===== src/design/a51_pkg.sv =====
package a51_pkg;

    // register widths
    localparam int R1_W = 19;
    localparam int R2_W = 22;
    localparam int R3_W = 23;

    // feedback taps
    localparam logic [R1_W-1:0] R1_TAPS = 19'h72000;
    localparam logic [R2_W-1:0] R2_TAPS = 22'h300000;
    localparam logic [R3_W-1:0] R3_TAPS = 23'h700080;

    // clocking bit positions
    localparam int R1_CLK_BIT = 8;
    localparam int R2_CLK_BIT = 10;
    localparam int R3_CLK_BIT = 10;

    // key and frame loading
    localparam int KEY_W       = 64;
    localparam int FRAME_W     = 22;
    localparam int LOAD_STEPS  = KEY_W + FRAME_W;
    localparam int MIX_STEPS   = 100;
    localparam int CNT_W       = 7;
    localparam int POS_W       = 4;
    localparam logic [POS_W-1:0] POS_MAX = 4'd15;

    // default keystream length per frame
    localparam int KEYSTREAM_BITS_DEF = 114;

    // function codes
    localparam logic FUNC_INIT    = 1'b0;
    localparam logic FUNC_ENCRYPT = 1'b1;

    // configuration register indexes
    localparam int CFG_IDX_W = 2;
    localparam logic [CFG_IDX_W-1:0] CFG_SESSION_KEY  = 2'd0;
    localparam logic [CFG_IDX_W-1:0] CFG_FRAME_NUMBER = 2'd1;

    typedef struct packed {
        logic       func;
        logic [7:0] data_in;
    } in_t;

    typedef struct packed {
        logic [7:0] cipher_byte;
        logic [7:0] keystream_byte;
        logic       overrun;
    } out_t;

    // commands from the sequencer to the register unit
    typedef struct packed {
        logic clear;
        logic step_all;
        logic step_maj;
        logic load_bit;
    } lfsr_ctrl_t;

    // status back from the register unit
    typedef struct packed {
        logic out_next;
    } lfsr_stat_t;

    typedef enum logic [4:0] {
        ST_IDLE = 5'b00001,
        ST_LOAD = 5'b00010,
        ST_MIX  = 5'b00100,
        ST_GEN  = 5'b01000,
        ST_OUT  = 5'b10000
    } state_t;

    function automatic logic [R1_W-1:0] r1_step(input logic [R1_W-1:0] r);
        return {r[R1_W-2:0], ^(r & R1_TAPS)};
    endfunction

    function automatic logic [R2_W-1:0] r2_step(input logic [R2_W-1:0] r);
        return {r[R2_W-2:0], ^(r & R2_TAPS)};
    endfunction

    function automatic logic [R3_W-1:0] r3_step(input logic [R3_W-1:0] r);
        return {r[R3_W-2:0], ^(r & R3_TAPS)};
    endfunction

endpackage


===== src/design/a51_lfsr.sv =====
module a51_lfsr (
    input  logic                   clk,
    input  logic                   rst_n,
    input  a51_pkg::lfsr_ctrl_t    ctrl,
    output a51_pkg::lfsr_stat_t    stat
);

    logic [a51_pkg::R1_W-1:0] r1_reg, r1_next;
    logic [a51_pkg::R2_W-1:0] r2_reg, r2_next;
    logic [a51_pkg::R3_W-1:0] r3_reg, r3_next;
    logic ca, cb, cc, maj;

    // majority of the clocking bits
    assign ca  = r1_reg[a51_pkg::R1_CLK_BIT];
    assign cb  = r2_reg[a51_pkg::R2_CLK_BIT];
    assign cc  = r3_reg[a51_pkg::R3_CLK_BIT];
    assign maj = (ca & cb) | (ca & cc) | (cb & cc);

    // next state of the three registers: clear, step all with the load bit, majority step, or hold
    always_comb
    begin
        r1_next = r1_reg;
        r2_next = r2_reg;
        r3_next = r3_reg;
        priority if (ctrl.clear)
        begin
            r1_next = '0;
            r2_next = '0;
            r3_next = '0;
        end
        else if (ctrl.step_all)
        begin
            r1_next    = a51_pkg::r1_step(r1_reg);
            r2_next    = a51_pkg::r2_step(r2_reg);
            r3_next    = a51_pkg::r3_step(r3_reg);
            r1_next[0] = r1_next[0] ^ ctrl.load_bit;
            r2_next[0] = r2_next[0] ^ ctrl.load_bit;
            r3_next[0] = r3_next[0] ^ ctrl.load_bit;
        end
        else if (ctrl.step_maj)
        begin
            if (ca == maj)
            begin
                r1_next = a51_pkg::r1_step(r1_reg);
            end
            if (cb == maj)
            begin
                r2_next = a51_pkg::r2_step(r2_reg);
            end
            if (cc == maj)
            begin
                r3_next = a51_pkg::r3_step(r3_reg);
            end
        end
        else
        begin
            // hold
            r1_next = r1_reg;
            r2_next = r2_reg;
            r3_next = r3_reg;
        end
    end

    // keystream bit of the stepped state
    assign stat.out_next = r1_next[a51_pkg::R1_W-1] ^ r2_next[a51_pkg::R2_W-1]
                         ^ r3_next[a51_pkg::R3_W-1];

    always_ff @(posedge clk or negedge rst_n)
    begin
        if (!rst_n)
        begin
            r1_reg <= '0;
            r2_reg <= '0;
            r3_reg <= '0;
        end
        else
        begin
            r1_reg <= r1_next;
            r2_reg <= r2_next;
            r3_reg <= r3_next;
        end
    end

endmodule


===== src/design/a51_ctrl.sv =====
module a51_ctrl #(
    parameter int KEYSTREAM_BITS = a51_pkg::KEYSTREAM_BITS_DEF
) (
    input  logic                          clk,
    input  logic                          rst_n,
    input  logic                          in_valid,
    output logic                          in_ready,
    input  a51_pkg::in_t                  in_data,
    output logic                          out_valid,
    input  logic                          out_ready,
    output a51_pkg::out_t                 out_data,
    input  logic [a51_pkg::KEY_W-1:0]     key,
    input  logic [a51_pkg::FRAME_W-1:0]   frame,
    output a51_pkg::lfsr_ctrl_t           lfsr_ctrl,
    input  a51_pkg::lfsr_stat_t           lfsr_stat
);

    localparam int KS_RAW = $clog2(KEYSTREAM_BITS + 1);
    localparam int KS_W   = (KS_RAW > 7) ? KS_RAW : 7;

    a51_pkg::state_t state_reg, state_next;
    logic [a51_pkg::CNT_W-1:0] cnt_reg, cnt_next;
    logic [a51_pkg::POS_W-1:0] pos_reg, pos_next;
    logic [2:0]                k_reg, k_next;
    logic [3:0]                n_reg, n_next;
    logic [7:0]                ks_reg, ks_next;
    logic [7:0]                data_reg, data_next;
    logic                      ovr_reg, ovr_next;
    logic                      out_valid_reg, out_valid_next;
    a51_pkg::out_t             out_reg, out_next;

    logic                      accept;
    logic [KS_W-1:0]           used;
    logic [KS_W-1:0]           left;
    logic                      exhausted;
    logic [3:0]                n_take;
    logic [a51_pkg::CNT_W-1:0] frame_off;
    logic                      slot_free;

    assign accept    = in_valid && in_ready;
    assign in_ready  = (state_reg == a51_pkg::ST_IDLE);
    assign out_valid = out_valid_reg;
    assign out_data  = out_reg;
    assign slot_free = !out_valid_reg || out_ready;

    // keystream budget for this byte
    assign used      = KS_W'({pos_reg, 3'b000});
    assign left      = KS_W'(KEYSTREAM_BITS) - used;
    assign exhausted = (pos_reg == a51_pkg::POS_MAX) || (used >= KS_W'(KEYSTREAM_BITS));
    assign n_take    = (left > KS_W'(8)) ? 4'd8 : left[3:0];
    assign frame_off = cnt_reg - a51_pkg::CNT_W'(a51_pkg::KEY_W);

    // sequencer
    always_comb
    begin
        state_next         = state_reg;
        cnt_next           = cnt_reg;
        pos_next           = pos_reg;
        k_next             = k_reg;
        n_next             = n_reg;
        ks_next            = ks_reg;
        data_next          = data_reg;
        ovr_next           = ovr_reg;
        out_next           = out_reg;
        out_valid_next     = out_valid_reg && !out_ready;
        lfsr_ctrl          = '0;
        unique case (state_reg)
            a51_pkg::ST_IDLE:
            begin
                if (accept)
                begin
                    if (in_data.func == a51_pkg::FUNC_INIT)
                    begin
                        lfsr_ctrl.clear = 1'b1;
                        cnt_next        = '0;
                        state_next      = a51_pkg::ST_LOAD;
                    end
                    else
                    begin
                        data_next = in_data.data_in;
                        ks_next   = '0;
                        k_next    = '0;
                        n_next    = n_take;
                        ovr_next  = exhausted;
                        state_next = exhausted ? a51_pkg::ST_OUT : a51_pkg::ST_GEN;
                    end
                end
            end
            a51_pkg::ST_LOAD:
            begin
                lfsr_ctrl.step_all = 1'b1;
                lfsr_ctrl.load_bit = (cnt_reg < a51_pkg::CNT_W'(a51_pkg::KEY_W))
                                   ? key[cnt_reg[5:0]] : frame[frame_off[4:0]];
                if (cnt_reg == a51_pkg::CNT_W'(a51_pkg::LOAD_STEPS - 1))
                begin
                    cnt_next   = '0;
                    state_next = a51_pkg::ST_MIX;
                end
                else
                begin
                    cnt_next = cnt_reg + 1'b1;
                end
            end
            a51_pkg::ST_MIX:
            begin
                lfsr_ctrl.step_maj = 1'b1;
                if (cnt_reg == a51_pkg::CNT_W'(a51_pkg::MIX_STEPS - 1))
                begin
                    pos_next   = '0;
                    state_next = a51_pkg::ST_IDLE;
                end
                else
                begin
                    cnt_next = cnt_reg + 1'b1;
                end
            end
            a51_pkg::ST_GEN:
            begin
                lfsr_ctrl.step_maj        = 1'b1;
                ks_next[3'd7 - k_reg]     = lfsr_stat.out_next;
                if (k_reg == 3'(n_reg - 4'd1))
                begin
                    pos_next   = pos_reg + 1'b1;
                    state_next = a51_pkg::ST_OUT;
                end
                else
                begin
                    k_next = k_reg + 1'b1;
                end
            end
            a51_pkg::ST_OUT:
            begin
                if (slot_free)
                begin
                    out_next.cipher_byte    = data_reg ^ ks_reg;
                    out_next.keystream_byte = ks_reg;
                    out_next.overrun        = ovr_reg;
                    out_valid_next          = 1'b1;
                    state_next              = a51_pkg::ST_IDLE;
                end
            end
            default:
            begin
                state_next = a51_pkg::ST_IDLE;
            end
        endcase
    end

    // control state
    always_ff @(posedge clk or negedge rst_n)
    begin
        if (!rst_n)
        begin
            state_reg     <= a51_pkg::ST_IDLE;
            cnt_reg       <= '0;
            pos_reg       <= '0;
            k_reg         <= '0;
            n_reg         <= '0;
            out_valid_reg <= 1'b0;
        end
        else
        begin
            state_reg     <= state_next;
            cnt_reg       <= cnt_next;
            pos_reg       <= pos_next;
            k_reg         <= k_next;
            n_reg         <= n_next;
            out_valid_reg <= out_valid_next;
        end
    end

    // payload
    always_ff @(posedge clk)
    begin
        ks_reg   <= ks_next;
        data_reg <= data_next;
        ovr_reg  <= ovr_next;
        out_reg  <= out_next;
    end

endmodule


===== src/design/a5_1_stream_cipher.sv =====
// channel   direction  payload                               handshake
// in        input      in_data  {func, data_in}              in_valid / in_ready
// out       output     out_data {cipher_byte, keystream_byte, overrun}
//                                                            out_valid / out_ready
// cfg       input      cfg_index, cfg_data                   cfg_valid / cfg_ready
//
// one lfsr step per cycle, done by a single shared register unit
// initialize: clear on accept, then a load step for every key bit and frame bit, then the mixing steps
// encrypt: on accept, one step per keystream bit (8, fewer on the last byte), then the
// result moves into the output register once that is free; overrun bytes skip the steps
// the next request is taken while a result waits in the output register
// reset clears the registers, byte count and control; cfg writes are always taken
module a5_1_stream_cipher #(
    parameter int KEYSTREAM_BITS = a51_pkg::KEYSTREAM_BITS_DEF
) (
    input  logic                              clk,
    input  logic                              rst_n,
    input  logic                              in_valid,
    output logic                              in_ready,
    input  a51_pkg::in_t                      in_data,
    output logic                              out_valid,
    input  logic                              out_ready,
    output a51_pkg::out_t                     out_data,
    input  logic                              cfg_valid,
    output logic                              cfg_ready,
    input  logic [a51_pkg::CFG_IDX_W-1:0]     cfg_index,
    input  logic [a51_pkg::KEY_W-1:0]         cfg_data
);

    logic [a51_pkg::KEY_W-1:0]   key_reg;
    logic [a51_pkg::FRAME_W-1:0] frame_reg;
    a51_pkg::lfsr_ctrl_t         lfsr_ctrl;
    a51_pkg::lfsr_stat_t         lfsr_stat;

    assign cfg_ready = 1'b1;

    // configuration registers
    always_ff @(posedge clk or negedge rst_n)
    begin
        if (!rst_n)
        begin
            key_reg   <= '0;
            frame_reg <= '0;
        end
        else if (cfg_valid && cfg_ready)
        begin
            case (cfg_index)
                a51_pkg::CFG_SESSION_KEY:
                begin
                    key_reg <= cfg_data;
                end
                a51_pkg::CFG_FRAME_NUMBER:
                begin
                    frame_reg <= cfg_data[a51_pkg::FRAME_W-1:0];
                end
                default:
                begin
                    key_reg <= key_reg;
                end
            endcase
        end
    end

    // sequencer and result register
    a51_ctrl #(
        .KEYSTREAM_BITS (KEYSTREAM_BITS)
    ) u_ctrl (
        .clk       (clk),
        .rst_n     (rst_n),
        .in_valid  (in_valid),
        .in_ready  (in_ready),
        .in_data   (in_data),
        .out_valid (out_valid),
        .out_ready (out_ready),
        .out_data  (out_data),
        .key       (key_reg),
        .frame     (frame_reg),
        .lfsr_ctrl (lfsr_ctrl),
        .lfsr_stat (lfsr_stat)
    );

    // shared shift register unit
    a51_lfsr u_lfsr (
        .clk   (clk),
        .rst_n (rst_n),
        .ctrl  (lfsr_ctrl),
        .stat  (lfsr_stat)
    );

    // busy after every accepted request
    assert property (@(posedge clk) disable iff (!rst_n)
        in_valid && in_ready |=> !in_ready)
    else $error("accepted a request back to back");

    // an overrun result carries no keystream
    assert property (@(posedge clk) disable iff (!rst_n)
        out_valid && out_data.overrun |-> out_data.keystream_byte == 8'd0)
    else $error("overrun result with keystream bits");

    // a new result appears only as the sequencer returns to idle
    assert property (@(posedge clk) disable iff (!rst_n)
        $rose(out_valid) |-> in_ready)
    else $error("result posted while sequencer busy");

endmodule


===== config.mk =====
export PLATFORM = sky130hd
export DESIGN_NAME = a5_1_stream_cipher
export DESIGN_NICKNAME = d
export VERILOG_FILES = /design/src/design/a51_pkg.sv /design/src/design/a51_lfsr.sv /design/src/design/a51_ctrl.sv /design/src/design/a5_1_stream_cipher.sv
export SDC_FILE = /design/constraint.sdc
export NUM_CORES = 1
export LEC_CHECK = 0
export BUFFER_PORTS_ARGS = -buffer_cell sky130_fd_sc_hd__buf_2
export CORE_MARGIN = 2
export CORE_UTILIZATION = 43
export CTS_BUF_LIST = sky130_fd_sc_hd__clkbuf_4 sky130_fd_sc_hd__clkbuf_8
export DETAILED_ROUTE_END_ITERATION = 12
export GPL_ROUTABILITY_DRIVEN = 0
export GPL_TIMING_DRIVEN = 0
export PLACE_DENSITY_LB_ADDON = 0.15
export SLEW_MARGIN = 10
export SYNTH_ARGS = -nofsm -noshare
export SYNTH_HDL_FRONTEND = slang
export SYNTH_SLANG_ARGS = --single-unit

===== constraint.sdc =====
create_clock -name clk -period 2.4 [get_ports clk]
set_clock_uncertainty 0.15 [all_clocks]
set_input_delay 0.12 -clock clk [delete_from_list [all_inputs] [get_ports clk]]
set_output_delay 0.12 -clock clk [all_outputs]
set_load 0.005 [all_outputs]

==> results of run 1 <==
## layout by cell type, fill, tap and decap left out, types with 9 or more instances in the layout
cell,netlist,layout
dfrtp_1,170,166
nand2_1,141,140
buf_2,5,102
mux2_2,86,86
dlygate4sd3_1,0,79
o21ai_0,65,62
clkbuf_8,0,51
edfxtp_1,34,34
mux2i_1,35,30
nor2_1,32,29
buf_4,3,26
clkbuf_1,29,20
nand3_1,14,14
xor2_1,12,12
clkbuf_4,0,12
nor2b_1,12,9
mux4_2,9,9
## worst max-delay path by stage
stage,slack (ns),end,start
4_1_cts,-0.31,u_ctrl.ks_reg[6],u_lfsr.r2_reg[10]
6_report,-0.30,u_ctrl.ks_reg[4],u_lfsr.r2_reg[10]
3_3_place_gp,-1.81,frame_reg[14],rst_n
5_1_grt,-0.39,u_ctrl.ks_reg[6],u_lfsr.r2_reg[10]
2_1_floorplan,-0.12,u_ctrl.ks_reg[4],u_lfsr.r3_reg[10]
3_5_place_dp,-0.47,u_lfsr.r1_reg[0],u_ctrl.cnt_reg[0]
## timing repair
| action | CTS | global route |
|---|---|---|
| buffers inserted | 13 | 13 |
| hold endpoints to repair | 189 | 0 |
| pin swaps | 15 | 14 |
| hold buffers | 79 | 0 |
| setup endpoints to repair | 49 | 48 |
| resized for setup | 45 | 38 |
| gates cloned | 1 | 0 |
## stage by stage
step	worst slack [ns]	power (uW)	hold slack, ns	std cells
floorplan	-0.1243	7373	-0.3256	780
global route	-0.3942	13560	0.1179	1323
global placement	-1.809	8314	0.1478	1153
detailed placement	-0.4670	8384	0.04446	1154
finish	-0.3009	12770	0.05602	1323
CTS	-0.3059	12620	0.08003	1311
## power by group through the flow
stage | logic [uW] | clock network, uW | registers [uW]
floorplan | 2480 | 0 | 4900
global placement | 3280 | 0 | 5040
CTS | 3840 | 3770 | 5000
finish | 4070 | 3680 | 5020
global route | 4480 | 3950 | 5130
detailed placement | 3320 | 0 | 5060
## final cells by class
type	count	area, sq um	area share [%]
clock buffer	61	777.0	6.337
sequential	205	5306	43.28
tap	275	344.1	2.806
timing repair buffer	204	1545	12.60
clock inverter	6	82.58	0.6735
multi-input combinational	520	3918	31.95
buffer	44	257.7	2.102
inverter	8	31.28	0.2551
## cells by family after synthesis
family                   count (synthesis)  share of synthesized area [%]
AO/OA/AOI/OAI                          120                          8.170
XOR/XNOR                                19                          1.971
adder cells (fa/ha/maj)                  9                          1.196
buffers and inverters                   55                          2.678
flip-flops                             205                          57.60
multiplexers                           130                          16.53
other                                    1                        0.04074
AND/OR/NAND/NOR                        241                          11.81
## per-layer routing
metal,track usage [%],routed length [um]
met3,3.606,850
met4,6.557,511
met1,25.40,9426
met2,31.45,10160
met5,0,0
==> flow_summary.json, run 1 <==
{
  "ys_seq_area_share_pct": 57.60,
  "ir_drop_mv": 0.5458,
  "period_needed_ns": 2.701,
  "hold_viol_final": 0,
  "areaGrowthSynthToFinish_pct": 33.23,
  "synth_edf_count": 34,
  "crit_family": "adder cells",
  "yosysMostFrequentCell": "dfrtp_1",
  "r2r-start": "u_lfsr.r2_reg[10]",
  "die_height_um": 150.3,
  "grt_first_pass_wirelength_um": 34250,
  "drt-total-wl_um": 20950,
  "cp.required_ns": 2.59,
  "n_antenna_cell": 0,
  "timing.rr.end": "u_ctrl.ks_reg[4]",
  "finalSetupTns_ns": -2.190,
  "yosys_warnings": 0,
  "numCtsBuffers": 37,
  "rsz0062_at_grt": "true",
  "critPathCaptureType": "register",
  "synth_top_cell_area_share_pct": 46.22,
  "wl_per_cell_um": 15.83,
  "seqPwrFrac_pct": 39.3,
  "cts.reportedPaths.clkPinSlew_ns": 0.06,
  "io_pins": 100,
  "intPower_uw": 8617,
  "fmax_mhz": 370.2,
  "powerDensity_mw_per_mm2": 1041,
  "drive_above_1_share_pct": 34.06,
  "syn_area_sq_mm": 0.009204,
  "fill_cells": 1687,
  "yosysTopAreaCell": "dfrtp_1",
  "portBuffers": 98,
  "die_area_sq_mm": 0.02259,
  "synth_nets": 868,
  "status": "complete, but fails checks",
  "async_flop_share_pct": 83.41,
  "hold_class": "input pin to asynchronous set/reset pin",
  "worst_slack_ns": -0.3009,
  "slew_headroom_pct": 44.06,
  "p_sw_uw": 4150,
  "r2r.worst_path.cells": 8,
  "critPathLaunchType": "register",
  "worstPathMaxFanout": 8,
  "die_w_um": 150.3,
  "cpPeakStageDelay_ns": 0.55,
  "core_region_area_sq_mm": 0.02102,
  "drtAntennaViolNets": 0,
  "swShare_pct": 32.51,
  "leakagePower_uw": 0.005240,
  "final_util_pct": 58.33,
  "drv_cap": 0,
  "drt_iter0_drc": 237,
  "grt_pass1_vias": 6771,
  "critPathArrivalTime_ns": 2.89,
  "antenna_found_initial": 0,
  "violations": "setup timing",
  "syn_area_per_cell_sq_um": 11.80,
  "worstMarginPinSlew_ns": 0.8353,
  "insertion_delay_ns": 0.53,
  "post-dp-hpwl_um": 13350,
  "synthFlopType": "dfrtp_1",
  "grt_use_total_pct": 19.09,
  "cts_num_sinks": 205,
  "synth_seq_cells": 205,
  "drc_errors": 0,
  "num_vias": 6724,
  "cts_root_buffer": "clkbuf_8",
  "largest_reg_flops": 64,
  "path_buf_inv": 1,
  "cts_tree": "yes",
  "start_util_pct": 43.78,
  "setup_viol": 11,
  "yosys-top-cells-count": "dfrtp_1, nand2_1, mux2_2, o21ai_0, mux2i_1",
  "synthTopCellsByArea": "dfrtp_1, edfxtp_1, mux2_2, nand2_1, mux2i_1",
  "grt_max_degree": 90,
  "final.period_utilization_pct": 112.5,
  "design_area_sq_mm": 0.01226,
  "via_per_inst": 5.082,
  "path_cells": "maj3_2 > ha_4 > nor3_2 > o21a_1 > buf_6 > o21ai_4 > xnor3_2 > a311oi_2",
  "p_clk_share_pct": 28.8,
  "clockBufferDepth": 3,
  "path_depth": 8,
  "pwr-share-comb_pct": 31.9,
  "std_cell_rows": 53,
  "maxSlewViolCount": 0,
  "overflow": 0,
  "crit_type": "register to register",
  "fin_nets": 1108,
  "synthCells": 780,
  "placed_area_sq_mm": 0.01010,
  "cts_max_level": 2,
  "ys_types": 57,
  "reg2reg_slack_ns": -0.30,
  "dr.pass1.iters": 4,
  "critPathSlowestCell": "xnor3_2"
}
Power figures use the tool's default switching activity.
==> run 2, diff against run 1 <==
--- a/config.mk
+++ b/config.mk
@@ -16,4 +16,5 @@
 export SLEW_MARGIN = 10
 export SYNTH_ARGS = -nofsm -noshare
 export SYNTH_HDL_FRONTEND = slang
+export SYNTH_HIERARCHICAL = 1
 export SYNTH_SLANG_ARGS = --single-unit
==> run 2 against run 1 <==
  * The flow still finishes with violations (setup timing)
  * Flip-flop and latch count unchanged
  * Worst hold slack better by 0.016 ns
  * Critical path type unchanged
  * Routed wire length up 1.2%
  * Synthesized cell count down 0.77%
  * Global-route usage down 0.74 points
  * Count of clock-buffer cells in the layout down 2
  * Via count down 0.19%
  * Critical path depth up 2
  * Area after synthesis up 2.6%
  * Die area up 2.5%
==> flow_summary.json, run 2 <==
{
  "grt_use_total_pct": 18.35,
  "start_util_pct": 43.54,
  "yosysMostFrequentCell": "dfrtp_1",
  "grt_max_degree": 94,
  "die_height_um": 152.2,
  "std_cell_rows": 54,
  "synth_nets": 862,
  "path_cells": "maj3_2 > buf_6 > ha_4 > nor2b_4 > or2_1 > a31o_1 > xor3_1 > buf_8 > mux2i_1 > nor2_1",
  "insertion_delay_ns": 0.53,
  "cpPeakStageDelay_ns": 0.42,
  "areaGrowthSynthToFinish_pct": 33.68,
  "grt_first_pass_wirelength_um": 35390,
  "drt-total-wl_um": 21210,
  "synth_seq_cells": 205,
  "ys_types": 65,
  "synth_edf_count": 34,
  "maxSlewViolCount": 0,
  "crit_family": "adder cells",
  "setup_viol": 20,
  "final.period_utilization_pct": 116.0,
  "drt_iter0_drc": 288,
  "cp.required_ns": 2.52,
  "critPathArrivalTime_ns": 2.90,
  "via_per_inst": 5.023,
  "num_vias": 6711,
  "layout_common_cells": "dfrtp_1, nand2_1, buf_2",
  "cts_root_buffer": "clkbuf_8",
  "syn_area_sq_mm": 0.009444,
  "overflow": 0,
  "cts_tree": "yes",
  "violations": "setup timing",
  "synth_top_cell_area_share_pct": 45.05,
  "drv_cap": 0,
  "clockBufferDepth": 3,
  "ys_seq_area_share_pct": 56.13,
  "rsz0062_at_grt": "true",
  "cts_max_level": 2,
  "placed_area_sq_mm": 0.01042,
  "path_buf_inv": 2,
  "yosysTopAreaCell": "dfrtp_1",
  "leakagePower_uw": 0.005441,
  "yosys-top-cells-count": "dfrtp_1, nand2_1, mux2_2, a21oi_1, edfxtp_1",
  "wl_per_cell_um": 15.87,
  "drtAntennaViolNets": 0,
  "numCtsBuffers": 38,
  "crit_type": "register to register",
  "powerDensity_mw_per_mm2": 985.9,
  "worstMarginPinSlew_ns": 0.7168,
  "finalPower_uw": 12450,
  "drive_above_1_share_pct": 38.16,
  "dr.pass1.iters": 4,
  "antenna_found_initial": 0,
  "design_area_sq_mm": 0.01262,
  "fill_cells": 1807,
  "critPathSlowestCell": "dfrtp_1",
  "grt_pass1_vias": 7006,
  "io_pins": 100,
  "status": "complete, but fails checks",
  "worstPathMaxFanout": 8,
  "drc_errors": 0,
  "synthFlopType": "dfrtp_1",
  "yosys_warnings": 6,
  "hold_viol_final": 0,
  "period_needed_ns": 2.784,
  "slew_headroom_pct": 52.21,
  "largest_reg_flops": 64,
  "ir_drop_mv": 0.4610,
  "cts.reportedPaths.clkPinSlew_ns": 0.06,
  "hold_class": "input pin to asynchronous set/reset pin",
  "fin_nets": 1119,
  "cts_num_sinks": 205,
  "n_antenna_cell": 0,
  "post-dp-hpwl_um": 13050,
  "critPathCaptureType": "register",
  "die_area_sq_mm": 0.02316,
  "synthTopCellsByArea": "dfrtp_1, edfxtp_1, mux2_2, nand2_1, a21oi_1",
  "die_w_um": 152.2,
  "core_region_area_sq_mm": 0.02169,
  "critPathLaunchType": "register",
  "worst_slack_ns": -0.3839,
  "final_common_cell": "dfrtp_1",
  "synthCells": 774,
  "syn_area_per_cell_sq_um": 12.20,
  "fmax_mhz": 359.2,
  "portBuffers": 98,
  "async_flop_share_pct": 83.41,
  "finalSetupTns_ns": -4.007
}
run 2: cell types whose count changed in the layout (fill, tap and decap cells not counted), sizes merged, moves of 4 or more:
| cell | change |
|---|---|
| a211oi | -9 |
| mux2 | +6 |
| xnor2 | +4 |
| o21ai | -50 |
| nor2 | -6 |
| mux4 | +5 |
| a21oi | +57 |
| mux2i | -10 |
| clkbuf | -11 |
| buf | +21 |
| nand3b | +6 |
| nor3 | -4 |
run 2: cell families after synthesis:
family,Yosys count,synth area share (%)
flip-flops,205,56.13
other,1,0.03971
AO/OA/AOI/OAI,109,6.783
adder cells (fa/ha/maj),9,1.166
multiplexers,131,17.36
buffers and inverters,56,4.372
XOR/XNOR,21,2.106
AND/OR/NAND/NOR,242,12.04
run 2: layout make-up:
type | count | area, sq um | share of cell area [%]
inverter | 10 | 46.29 | 0.3667
clock buffer | 59 | 699.4 | 5.540
clock inverter | 6 | 53.80 | 0.4262
multi-input combinational | 513 | 3991 | 31.62
tap | 280 | 350.3 | 2.775
sequential | 205 | 5309 | 42.05
timing repair buffer | 219 | 1708 | 13.53
buffer | 44 | 466.7 | 3.697
run 2: metrics by stage:
stage               setup WS [ns]  hold WS [ns]  util (%)  instances
global route              -0.4673        0.1158     58.21       1336
CTS                       -0.3618       0.08860     57.21       1327
detailed placement        -0.6027       0.05401     48.03       1153
floorplan                 -0.2047       -0.3256         -        774
global placement           -1.816        0.1473     47.85       1152
finish                    -0.3839       0.07165     58.21       1336
run 2: per-layer routing:
layer	track usage, %	routed length [um]	vias to the layer above
li1	-	-	3239
met1	24.13	9299	3279
met2	30.82	10490	147
met3	3.498	859	46
met4	6.008	554	0
met5	0	0	-
run 2: repair_timing:
action,4_1_cts,5_1_grt
pin swaps,17,20
endpoints found under the setup margin,27,85
resized for setup,50,37
hold buffers,82,0
hold endpoints to repair,192,0
buffers inserted,27,8
cloned,1,2
run 2: worst reg2reg max path, stage by stage (launching register included):
cell and delay, ns:
dfrtp_1 0.42, maj3_2 0.35, buf_6 0.13, ha_4 0.26, nor2b_4 0.04, or2_1 0.22, a31o_1 0.21, xor3_1 0.39
buf_8 0.15, mux2i_1 0.16, nor2_1 0.05
run 2: where the power goes:
group	internal, uW	switching [uW]	total, uW
Sequential	4430	532	4960
Combinational	2120	2030	4140
Clock	1950	1400	3340
run 2: path summary, 6_finish.rpt:
path | startpoint | to | slack, ns | cells past startpoint
max in group asynchronous | rst_n | key_reg[4] | 1.16 | 3
worst min register to register | u_ctrl/ovr_reg | u_ctrl/out_data[0] | 0.28 | 0
worst min-delay path | rst_n | u_ctrl/k_reg[0] | 0.07 | 2
worst max-delay path | u_lfsr/r1_reg[8] | u_ctrl/ks_reg[1] | -0.38 | 10
min in group clk | cfg_index[0] | frame_reg[4] | 0.12 | 4
worst max register to register | u_lfsr/r1_reg[8] | u_ctrl/ks_reg[1] | -0.38 | 10
==> run 3, diff against run 2 <==
--- a/config.mk
+++ b/config.mk
@@ -5,9 +5,10 @@
 export SDC_FILE = /design/constraint.sdc
 export NUM_CORES = 1
 export LEC_CHECK = 0
+export ABC_CLOCK_PERIOD_IN_PS = 2400
 export BUFFER_PORTS_ARGS = -buffer_cell sky130_fd_sc_hd__buf_2
 export CORE_MARGIN = 2
-export CORE_UTILIZATION = 43
+export CORE_UTILIZATION = 50
 export CTS_BUF_LIST = sky130_fd_sc_hd__clkbuf_4 sky130_fd_sc_hd__clkbuf_8
 export DETAILED_ROUTE_END_ITERATION = 12
 export GPL_ROUTABILITY_DRIVEN = 0
==> run 3 against run 2 <==
  * The flow still finishes with violations (setup timing)
  * Global-route usage increased by 3.4 points
  * Critical endpoint is now u_lfsr/r3_reg[0]
  * Via count increased by 1.6%
  * Setup slack improved by 0.023 ns
==> flow_summary.json, run 3 (same netlist as run 2, synthesis figures left out) <==
{
  "timing.rr.end": "u_lfsr/r3_reg[0]",
  "worstMarginPinSlew_ns": 0.8460,
  "fin_nets": 1118,
  "n_antenna_cell": 0,
  "die_height_um": 141.4,
  "cts.reportedPaths.clkPinSlew_ns": 0.06,
  "fin_cells": 1286,
  "met1_length_um": 8870,
  "register_area_sq_mm": 0.005309,
  "portBuffers": 98,
  "std_cell_rows": 50,
  "powerDensity_mw_per_mm2": 980.7,
  "cp.required_ns": 2.66,
  "multiInputGateArea_sq_mm": 0.003926,
  "status": "complete, but fails checks",
  "r2r.worst_path.cells": 13,
  "highest_layer": "met4",
  "final_util_pct": 66.55,
  "hold_viol_final": 0,
  "drive_above_1_share_pct": 37.36,
  "dr.pass1.iters": 5,
  "die_area_sq_mm": 0.02000,
  "final.period_utilization_pct": 115.0,
  "cts_max_level": 2,
  "ir_drop_mv": 0.5250,
  "via_per_inst": 5.302,
  "swShare_pct": 32.16,
  "seqPwrFrac_pct": 40.7,
  "drt_iter0_drc": 415,
  "areaGrowthSynthToFinish_pct": 31.37,
  "p_sw_uw": 3913,
  "r2r-start": "u_ctrl/cnt_reg[1]",
  "grt_max_degree": 95,
  "rsz0062_at_grt": "true",
  "grt_first_pass_wirelength_um": 35160,
  "antenna_found_initial": 0,
  "drtAntennaViolNets": 0,
  "routed-wl-met2_um": 10700,
  "num_vias": 6819,
  "io_pins": 100,
  "core_region_area_sq_mm": 0.01864,
  "route.met3.wl_um": 898,
  "fmax_mhz": 362.2,
  "period_needed_ns": 2.761,
  "cts_num_sinks": 205,
  "violations": "setup timing",
  "insertion_delay_ns": 0.52,
  "leakagePower_uw": 0.005362,
  "die_w_um": 141.4,
  "critPathLaunchType": "register",
  "slew_headroom_pct": 43.35,
  "dp_slack_ns": -0.6298,
  "dp_cells": 1107,
  "maxSlewViolCount": 0,
  "overflow": 0,
  "layout_common_cells": "dfrtp_1, nand2_1, buf_2",
  "numCtsBuffers": 37,
  "p_clk_share_pct": 25.6,
  "finalSetupTns_ns": -4.475,
  "hold_class": "input pin to asynchronous set/reset pin",
  "worst_slack_ns": -0.3609,
  "fill_cells": 1377,
  "reg2reg_slack_ns": -0.36,
  "start_util_pct": 50.66,
  "pwr-share-comb_pct": 33.6,
  "critPathCaptureType": "register",
  "drt-total-wl_um": 21040,
  "setup_viol": 17,
  "intPower_uw": 8254,
  "crit_type": "register to register",
  "wl_per_cell_um": 16.36,
  "drc_errors": 0,
  "grt_use_total_pct": 21.76,
  "drv_cap": 0,
  "cts_root_buffer": "clkbuf_8",
  "critPathArrivalTime_ns": 3.02,
  "cts_tree": "yes",
  "clockBufferDepth": 3,
  "post-dp-hpwl_um": 13280,
  "grt_pass1_vias": 7159,
  "largest_reg_flops": 64,
  "final_common_cell": "dfrtp_1",
  "worstPathMaxFanout": 6
}
[run 3: cell types whose count changed in the layout (fill, tap and decap cells not counted), moves of 3 or more]
cell | before | now
buf_6 | 12 | 7
buf_8 | 5 | 2
o21ai_1 | 5 | 2
buf_4 | 35 | 39
[run 3: repair_timing]
item	CTS	global route
pin swaps	12	23
setup endpoints to repair	21	33
cloned	2	0
hold buffers	82	0
setup buffers	16	18
gates resized for setup	35	26
endpoints found under the hold margin	271	0
[run 3: critical path: stages, from the launching register on]
cell and delay, ns:
dfrtp_1 0.39, buf_6 0.16, buf_12 0.14, buf_4 0.13, mux4_2 0.28, mux2_2 0.29, o221ai_2 0.17, o21ai_1 0.09
nand4b_1 0.15, a21oi_2 0.11, nand2_2 0.12, xnor2_1 0.14, xnor2_1 0.09, o31ai_1 0.22
[run 3: power groups by stage]
stage,registers (uW),clock network (uW),logic [uW]
floorplan,4840,0,2540
global placement,4940,0,3190
detailed placement,4990,0,3300
CTS,4950,3210,3820
global route,5050,3400,4480
finish,4960,3120,4090
[run 3: metrics by stage]
step | area (sq um) | total power, uW | hold WS, ns
after global placement | 10320 | 8129 | 0.1466
after global routing | 12410 | 12930 | 0.03558
final | 12410 | 12170 | 0.03848
after floorplan | 9537 | 7379 | -0.3256
after CTS | 12190 | 11980 | 0.005162
after detailed placement | 10360 | 8292 | 0.0004597
[run 3: final cells by class]
| cell class | count | share of cell area [%] |
|---|---|---|
| tap | 234 | 2.360 |
| clock buffer | 55 | 5.345 |
| inverter | 10 | 0.4135 |
| timing repair buffer | 217 | 13.41 |
| sequential | 205 | 42.79 |
| buffer | 46 | 3.792 |
| multi-input combinational | 513 | 31.65 |
| clock inverter | 6 | 0.2420 |
[run 3: how the worst max path moves through the flow]
stage	startpoint	endpoint	slack, ns	cells past startpoint
global placement	rst_n	key_reg[14]	-1.46	1
floorplan	u_lfsr/r3_reg[10]	u_ctrl/ks_reg[5]	-0.20	9
global route	u_ctrl/state_reg[3]	u_ctrl/ks_reg[7]	-0.48	11
CTS	u_ctrl/cnt_reg[1]	u_lfsr/r1_reg[0]	-0.39	11
finish	u_ctrl/cnt_reg[1]	u_lfsr/r3_reg[0]	-0.36	13
detailed placement	u_ctrl/state_reg[3]	u_ctrl/ks_reg[5]	-0.63	9
[run 3: per-layer routing]
metal	vias up	GRT usage, %
met3	55	4.421
li1	3223	-
met1	3374	27.21
met2	167	37.84
met4	0	7.579
met5	-	0
